<file path="src/rtl/i2cm_pkg.sv">
// Shared types and codes for the I2C master bit engine.
package i2cm_pkg;

  typedef enum logic [2:0] {
    ACT_TICK  = 3'd0,
    ACT_START = 3'd1,
    ACT_STOP  = 3'd2,
    ACT_WRITE = 3'd3,
    ACT_READ  = 3'd4,
    ACT_ACK   = 3'd5
  } act_t;

  typedef enum logic [5:0] {
    SEQ_IDLE  = 6'b000001,
    SEQ_START = 6'b000010,
    SEQ_STOP  = 6'b000100,
    SEQ_WRITE = 6'b001000,
    SEQ_READ  = 6'b010000,
    SEQ_ACK   = 6'b100000
  } seq_t;

  localparam int PhaseW = 5;

  typedef struct packed {
    logic [2:0] action;
    logic [7:0] write_byte;
    logic       ack_to_send;
    logic       sda_in;
  } in_item_t;

  typedef struct packed {
    logic       scl_level;
    logic       sda_level;
    logic       sda_released;
    logic       busy_res;
    logic       done_res;
    logic [7:0] read_data;
    logic       ack_received;
  } out_item_t;

endpackage

</file>
<file path="src/rtl/i2cm_in_if.sv">
// Input channel of the I2C master bit engine: valid, ready and one item.
interface i2cm_in_if;
  import i2cm_pkg::*;

  logic     valid;
  logic     ready;
  in_item_t data;

  modport source (output valid, output data, input ready);
  modport sink (input valid, input data, output ready);
endinterface

</file>
<file path="src/rtl/i2cm_out_if.sv">
// Result channel of the I2C master bit engine: valid, ready and one item.
interface i2cm_out_if;
  import i2cm_pkg::*;

  logic      valid;
  logic      ready;
  out_item_t data;

  modport source (output valid, output data, input ready);
  modport sink (input valid, input data, output ready);
endinterface

</file>
<file path="src/rtl/i2c_master_bit_engine_unit.sv">
// I2C master bit engine: phase sequencer for start, stop, byte and ack bit.
// An input beat passes the input register, then the result register holding
// the updated line levels; the phase counter steps once per active tick.
// Throughput: one beat per cycle while the result side is ready.
// Reset (rst_n low, synchronous): idle, SCL and SDA driven high, SDA not
// released, read byte and received ack cleared, both pipeline stages empty.
module i2c_master_bit_engine_unit (
  input logic        clk,
  input logic        rst_n,
  i2cm_in_if.sink    in_ch,
  i2cm_out_if.source out_ch
);
  import i2cm_pkg::*;

  logic              in_valid_r;
  in_item_t          in_r;
  logic              out_valid_r;
  out_item_t         out_r;
  logic              advance;

  seq_t              seq_r, seq_nxt;
  logic [PhaseW-1:0] phase_r, phase_nxt, p;
  logic [7:0]        shift_r, shift_nxt;
  logic              scl_r, scl_nxt;
  logic              sda_r, sda_nxt;
  logic              rel_r, rel_nxt;
  logic              ack_r, ack_nxt;
  logic [7:0]        hold_r, hold_nxt;
  logic              done_nxt;

  assign advance      = in_valid_r && (!out_valid_r || out_ch.ready);
  assign in_ch.ready  = !in_valid_r || advance;
  assign out_ch.valid = out_valid_r;
  assign out_ch.data  = out_r;
  assign p            = phase_r + PhaseW'(1);

  always_ff @(posedge clk) begin
    if (!rst_n) begin
      in_valid_r <= 1'b0;
    end else if (in_ch.ready) begin
      in_valid_r <= in_ch.valid;
    end
    if (in_ch.ready && in_ch.valid) begin
      in_r <= in_ch.data;
    end
  end

  always_comb begin
    seq_nxt   = seq_r;
    phase_nxt = phase_r;
    shift_nxt = shift_r;
    scl_nxt   = scl_r;
    sda_nxt   = sda_r;
    rel_nxt   = rel_r;
    ack_nxt   = ack_r;
    hold_nxt  = hold_r;
    done_nxt  = 1'b0;
    if (in_r.action == ACT_TICK) begin
      if (seq_r != SEQ_IDLE) begin
        phase_nxt = p;
      end
      unique case (seq_r)
        SEQ_IDLE: begin
        end
        SEQ_START: begin
          if (p == PhaseW'(1)) begin
            sda_nxt = 1'b0;
          end else begin
            scl_nxt  = 1'b0;
            done_nxt = 1'b1;
          end
        end
        SEQ_STOP: begin
          if (p == PhaseW'(1)) begin
            sda_nxt = 1'b1;
          end else begin
            done_nxt = 1'b1;
          end
        end
        SEQ_ACK: begin
          if (p == PhaseW'(1)) begin
            scl_nxt = 1'b0;
          end else begin
            done_nxt = 1'b1;
          end
        end
        SEQ_WRITE: begin
          if (p <= PhaseW'(16)) begin
            if (p[0]) begin
              scl_nxt = 1'b1;
            end else begin
              scl_nxt = 1'b0;
              if (p < PhaseW'(16)) begin
                shift_nxt = {shift_r[6:0], 1'b0};
                sda_nxt   = shift_r[6];
              end else begin
                rel_nxt = 1'b1;
              end
            end
          end else if (p == PhaseW'(17)) begin
            scl_nxt = 1'b1;
          end else if (p == PhaseW'(18)) begin
            ack_nxt = in_r.sda_in;
            scl_nxt = 1'b0;
            rel_nxt = 1'b0;
          end else begin
            done_nxt = 1'b1;
          end
        end
        SEQ_READ: begin
          if (p == PhaseW'(1)) begin
            rel_nxt = 1'b1;
          end else if (p < PhaseW'(25)) begin
            case (p)
              5'd2, 5'd5, 5'd8, 5'd11, 5'd14, 5'd17, 5'd20, 5'd23: begin
                scl_nxt = 1'b1;
              end
              5'd3, 5'd6, 5'd9, 5'd12, 5'd15, 5'd18, 5'd21, 5'd24: begin
                shift_nxt = {shift_r[6:0], in_r.sda_in};
                scl_nxt   = 1'b0;
              end
              default: begin
              end
            endcase
          end else begin
            rel_nxt  = 1'b0;
            hold_nxt = shift_r;
            done_nxt = 1'b1;
          end
        end
        default: begin
          done_nxt = 1'b1;
        end
      endcase
      if (done_nxt) begin
        seq_nxt   = SEQ_IDLE;
        phase_nxt = '0;
      end
    end else if (seq_r == SEQ_IDLE) begin
      phase_nxt = '0;
      rel_nxt   = 1'b0;
      unique case (in_r.action)
        ACT_START: begin
          seq_nxt = SEQ_START;
          sda_nxt = 1'b1;
          scl_nxt = 1'b1;
        end
        ACT_STOP: begin
          seq_nxt = SEQ_STOP;
          sda_nxt = 1'b0;
          scl_nxt = 1'b1;
        end
        ACT_ACK: begin
          seq_nxt = SEQ_ACK;
          sda_nxt = in_r.ack_to_send;
          scl_nxt = 1'b1;
        end
        ACT_WRITE: begin
          seq_nxt   = SEQ_WRITE;
          shift_nxt = in_r.write_byte;
          sda_nxt   = in_r.write_byte[7];
        end
        ACT_READ: begin
          seq_nxt   = SEQ_READ;
          shift_nxt = '0;
          sda_nxt   = 1'b1;
        end
        default: begin
          // drop unknown action codes
          phase_nxt = phase_r;
          rel_nxt   = rel_r;
        end
      endcase
    end
  end

  always_ff @(posedge clk) begin
    if (!rst_n) begin
      out_valid_r <= 1'b0;
      seq_r       <= SEQ_IDLE;
      phase_r     <= '0;
      shift_r     <= '0;
      scl_r       <= 1'b1;
      sda_r       <= 1'b1;
      rel_r       <= 1'b0;
      ack_r       <= 1'b0;
      hold_r      <= '0;
    end else begin
      if (advance) begin
        out_valid_r <= 1'b1;
        seq_r       <= seq_nxt;
        phase_r     <= phase_nxt;
        shift_r     <= shift_nxt;
        scl_r       <= scl_nxt;
        sda_r       <= sda_nxt;
        rel_r       <= rel_nxt;
        ack_r       <= ack_nxt;
        hold_r      <= hold_nxt;
      end else if (out_ch.ready) begin
        out_valid_r <= 1'b0;
      end
    end
    if (advance) begin
      out_r.scl_level    <= scl_nxt;
      out_r.sda_level    <= sda_nxt;
      out_r.sda_released <= rel_nxt;
      out_r.busy_res     <= (seq_nxt != SEQ_IDLE);
      out_r.done_res     <= done_nxt;
      out_r.read_data    <= hold_nxt;
      out_r.ack_received <= ack_nxt;
    end
  end

endmodule

</file>
<file path="src/flat_wrapper.sv">
// flat-port wrapper written by rule: the top's interface ports become plain ports
module i2c_master_bit_engine_unit_flat import i2cm_pkg::*;
  (clk, rst_n, in_ch_valid, in_ch_data, in_ch_ready, out_ch_valid, out_ch_data, out_ch_ready);
  i2cm_in_if in_ch_i ();
  i2cm_out_if out_ch_i ();
  input logic clk;
  input logic rst_n;
  input wire logic [$bits(in_ch_i.valid)-1:0] in_ch_valid;
  input wire logic [$bits(in_ch_i.data)-1:0] in_ch_data;
  output wire logic [$bits(in_ch_i.ready)-1:0] in_ch_ready;
  output wire logic [$bits(out_ch_i.valid)-1:0] out_ch_valid;
  output wire logic [$bits(out_ch_i.data)-1:0] out_ch_data;
  input wire logic [$bits(out_ch_i.ready)-1:0] out_ch_ready;
  assign in_ch_i.valid = in_ch_valid;
  assign in_ch_i.data = in_ch_data;
  assign in_ch_ready = in_ch_i.ready;
  assign out_ch_valid = out_ch_i.valid;
  assign out_ch_data = out_ch_i.data;
  assign out_ch_i.ready = out_ch_ready;
  i2c_master_bit_engine_unit u_core (.clk(clk), .rst_n(rst_n), .in_ch(in_ch_i), .out_ch(out_ch_i));
endmodule
</file>
<file path="config.mk">
export PLATFORM = sky130hd
export DESIGN_NAME = i2c_master_bit_engine_unit_flat
export DESIGN_NICKNAME = d
export VERILOG_FILES = /design/src/rtl/i2cm_pkg.sv /design/src/rtl/i2cm_in_if.sv /design/src/rtl/i2cm_out_if.sv /design/src/rtl/i2c_master_bit_engine_unit.sv /design/src/flat_wrapper.sv
export SDC_FILE = /design/constraint.sdc
export NUM_CORES = 1
export LEC_CHECK = 0
export ABC_AREA = 1
export BUFFER_PORTS_ARGS = -buffer_cell sky130_fd_sc_hd__buf_2
export CAP_MARGIN = 10
export CORE_AREA = 2 2 77 79
export CTS_BUF_LIST = sky130_fd_sc_hd__clkbuf_16
export CTS_CLUSTER_SIZE = 25
export DETAILED_ROUTE_END_ITERATION = 8
export DIE_AREA = 0 0 79 81
export HOLD_SLACK_MARGIN = 0.12
export PLACE_DENSITY = 0.83
export SLEW_MARGIN = 20
export SYNTH_ARGS = -nofsm -noshare
export SYNTH_HDL_FRONTEND = slang
export SYNTH_SLANG_ARGS = --single-unit
</file>
<file path="constraint.sdc">
create_clock -name clk -period 2.8 [get_ports clk]
set_clock_uncertainty 0.2 [all_clocks]
set_input_delay 0.56 -clock clk [delete_from_list [all_inputs] [get_ports clk]]
set_output_delay 0.56 -clock clk [all_outputs]
set_load 0.01 [all_outputs]
</file>
==> flow_metrics.py <==
metrics = {
    "setup_path": {
        "cp_slowest_cell": "dfxtp_2",
        "cp_num_buf_inv": 0,
        "path_class": "reg -> reg",
        "cp.arrival_ns": 2.42,
        "end_kind": "flip-flop",
        "worstPathMaxFanout": 8,
        "start_kind": "flip-flop",
        "critPathTopFamily": "simple AND/OR/NAND/NOR gates",
        "cp.required_ns": 2.66,
        "slowest_delay_ns": 0.40,
        "crit_path_cell_trace": "ha_2, nand3_2, xor2_4, nand3_2, nor2_2, nor3_4, nand2_2, nand2_2, o21ai_1, nand3_1",
    },
    "routing": {
        "first_pass_iters": 7,
        "wl_um": 7220,
        "drc": 0,
        "avgRoutedWirePerCell_um": 14.3,
        "num_vias": 2812,
        "ant_nets": 0,
        "vias_per_cell": 5.58,
        "drt_iter0_drc": 211,
    },
    "yosys": {
        "synthMuxAreaShare": 0,
        "yosysWarnings": 0,
        "synthFlopType": "dfxtp_1",
        "synth-adder-area-share": 0.0195,
        "avgSynthCellArea_um2": 8.36,
        "synth_cell_type_count": 38,
        "syn_area_mm2": 0.00320,
        "synthXorXnorAreaFrac": 0.0215,
        "synth_enable_flop_cells": 27,
        "ys_seq_area_frac": 0.460,
        "async_flop_share": 0,
        "synth-simple-area-share": 0.202,
        "synthesis.nets": 405,
        "ys_ff_latch": 60,
        "syn-instance-count": 383,
        "synth_compound_area_frac": 0.214,
        "synth_top_family_by_area": "compound AO/OA/AOI/OAI gates",
    },
    "cts": {
        "clock_latency_ns": 0.33,
        "cts_buffers": 9,
        "cts_tree": "done",
        "cts.sinks": 60,
        "clk_pin_slew_ns": 0.06,
        "cts.path.max_buffers": 2,
        "cts_root_buffer": "clkbuf_16",
        "postCtsSetupBuffers": 0,
        "hold_buffers": 0,
        "cts_max_level": 3,
    },
    "floorplanning": {
        "core-area_mm2": 0.00568,
        "die_h_um": 81,
        "die_w_um": 79,
        "initial_core_util": 0.564,
        "rows": 28,
        "die_area_mm2": 0.00640,
        "io_pins": 33,
    },
    "power": {
        "vdd_ir_drop_max_mv": 0.480,
        "p_per_area_mw_per_mm2": 628,
        "leakage_nw": 1.57,
        "power_mw": 2.37,
    },
    "placed_design": {
        "portBuffers": 32,
        "gp_congestion": 0.947,
        "dp_cells": 487,
        "dp_hpwl_um": 5090,
        "pre_cts_ws_ns": 0.102,
    },
    "layout": {
        "antenna-diode-count": 0,
        "areaGrowthSynthToFinish_pct": 17.9,
        "drive_gt1_frac": 0.214,
        "final_nets": 446,
        "instances_no_fill": 504,
        "fillers": 471,
        "postLayoutCoreUtil": 0.665,
    },
    "run_status": {
        "status": "completed",
    },
    "flow_run": {
        "maxCapViolCount": 0,
    },
    "global_route": {
        "antenna_found_initial": 0,
        "track_usage": 0.236,
        "grt_overflow": 0,
        "grt_pass1_vias": 2470,
        "grt_pass1_wl_um": 11600,
        "grt_max_degree": 24,
    },
    "sta": {
        "layout_setup_ws_ns": 0.245,
        "maxSlewViolCount": 0,
        "fin_tns_setup_ns": 0,
        "final-hold-violation-count": 0,
        "rsz0062_at_grt": "no",
        "relSlewSlack": 0.638,
        "tightest_slew_ns": 0.543,
        "fmax_mhz": 391,
        "setup_viol": 0,
        "post-route-period-util": 0.913,
        "fin_crit_ns": 2.56,
    },
    "hold_path": {
        "hold_path.class": "in -> reg",
    },
}
[state kept, by name, indices dropped and copies added (netlist names)]
name                 flops
u_core.out_ch.data      14
u_core.in_r             13
u_core.hold_r            8
u_core.shift_r           8
u_core.seq_r             6
u_core.phase_r           5
u_core.ack_r             1
u_core.in_valid_r        1
u_core.out_ch.valid      1
u_core.rel_r             1
u_core.scl_r             1
u_core.sda_r             1
[stage by stage]
stage / hold slack [ns] / cell area [um2]
after CTS: 0.201 / 3750
after global placement: 0.278 / 3470
after floorplan: 0.252 / 3200
after global routing: 0.199 / 3770
after detailed placement: 0.305 / 3470
final: 0.202 / 3770
[synth_stat cells, drive strengths merged (5+ instances only)]
library cell | count | area, um2
o21ai | 56 | 280
edfxtp | 27 | 811
nand3 | 27 | 155
nor2 | 30 | 133
inv | 54 | 203
nand4 | 7 | 43.8
nor3 | 7 | 57.6
a21oi | 36 | 184
ha | 5 | 62.6
clkbuf | 9 | 33.8
nand2 | 63 | 257
o32ai | 8 | 123
dfxtp | 33 | 661
[where the power goes]
part / switching, mW / total [mW] / internal (mW)
Sequential: 0.0312 / 1.01 / 0.975
Combinational: 0.213 / 0.326 / 0.113
Clock: 0.391 / 1.04 / 0.648
[worst reg2reg max path: stages, from the launching register on]
cell and delay [ns]:
dfxtp_2 0.40, ha_2 0.27, nand3_2 0.20, xor2_4 0.32, nand3_2 0.17, nor2_2 0.20, nor3_4 0.08, nand2_2 0.07
nand2_2 0.12, o21ai_1 0.16, nand3_1 0.10
[path summary, 6_finish.rpt]
check                                                         to                            from  cells past startpoint  slack [ns]
worst max-delay path            u_core.out_ch.data[10]$_DFFE_PP_  u_core.phase_r[1]$_SDFFE_PN0P_                     10        0.24
worst min-delay path                    u_core.in_r[5]$_DFFE_PP_                   in_ch_data[5]                      1        0.20
worst max register to register  u_core.out_ch.data[10]$_DFFE_PP_  u_core.phase_r[1]$_SDFFE_PN0P_                     10        0.24
worst min register to register    u_core.shift_r[3]$_SDFFE_PN0P_  u_core.shift_r[3]$_SDFFE_PN0P_                      2        0.31
[kinds of logic after synthesis]
kind of cell,count (synthesis)
simple gates,134
compound gates,112
buf+inv,68
flops,60
fa+ha+maj,5
xor+xnor,4
[timing repair]
| item | CTS | global route |
|---|---|---|
| setup endpoints to repair | 0 | 5 |
| gates resized for setup | 0 | 2 |
| endpoints found under the hold margin | 0 | 0 |
[per-layer routing]
metal / up-vias / global-route usage / part of all wire
met5: - / 0 / 0
met4: 0 / 0.0931 / 0.013
met3: 7 / 0.0467 / 0.058
met2: 110 / 0.381 / 0.48
met1: 1292 / 0.314 / 0.45
li1: 1403 / - / -
[area by class of cell]
| type | count | area (um2) | share of cell area |
|---|---|---|---|
| Clock inverter | 6 | 37.5 | 0.00995 |
| Tap cell | 75 | 93.8 | 0.0249 |
| Multi-Input combinational cell | 256 | 1480 | 0.393 |
| Clock buffer | 10 | 250 | 0.0663 |
| Timing Repair Buffer | 41 | 228 | 0.0603 |
| Sequential cell | 60 | 1470 | 0.390 |
| Inverter | 56 | 210 | 0.0557 |
[cell usage in the layout, fill, tap and decap left out, types with 3 or more instances in the layout]
cell | netlist | final
edfxtp_1 | 27 | 27
nand2_1 | 57 | 57
o211ai_1 | 4 | 4
o21ai_0 | 35 | 35
nor3_1 | 5 | 5
nand3_2 | 4 | 4
o31ai_1 | 3 | 3
a21oi_1 | 35 | 35
dfxtp_1 | 33 | 32
clkbuf_16 | 0 | 10
ha_1 | 5 | 4
buf_4 | 1 | 9
inv_2 | 6 | 6
inv_1 | 48 | 49
nand3_1 | 23 | 23
nor2_1 | 26 | 26
o21ai_1 | 21 | 21
o32ai_2 | 7 | 7
nand2_2 | 5 | 5
nand4_1 | 7 | 7
buf_2 | 1 | 32
No activity file was read; power rests on OpenSTA's default activity.
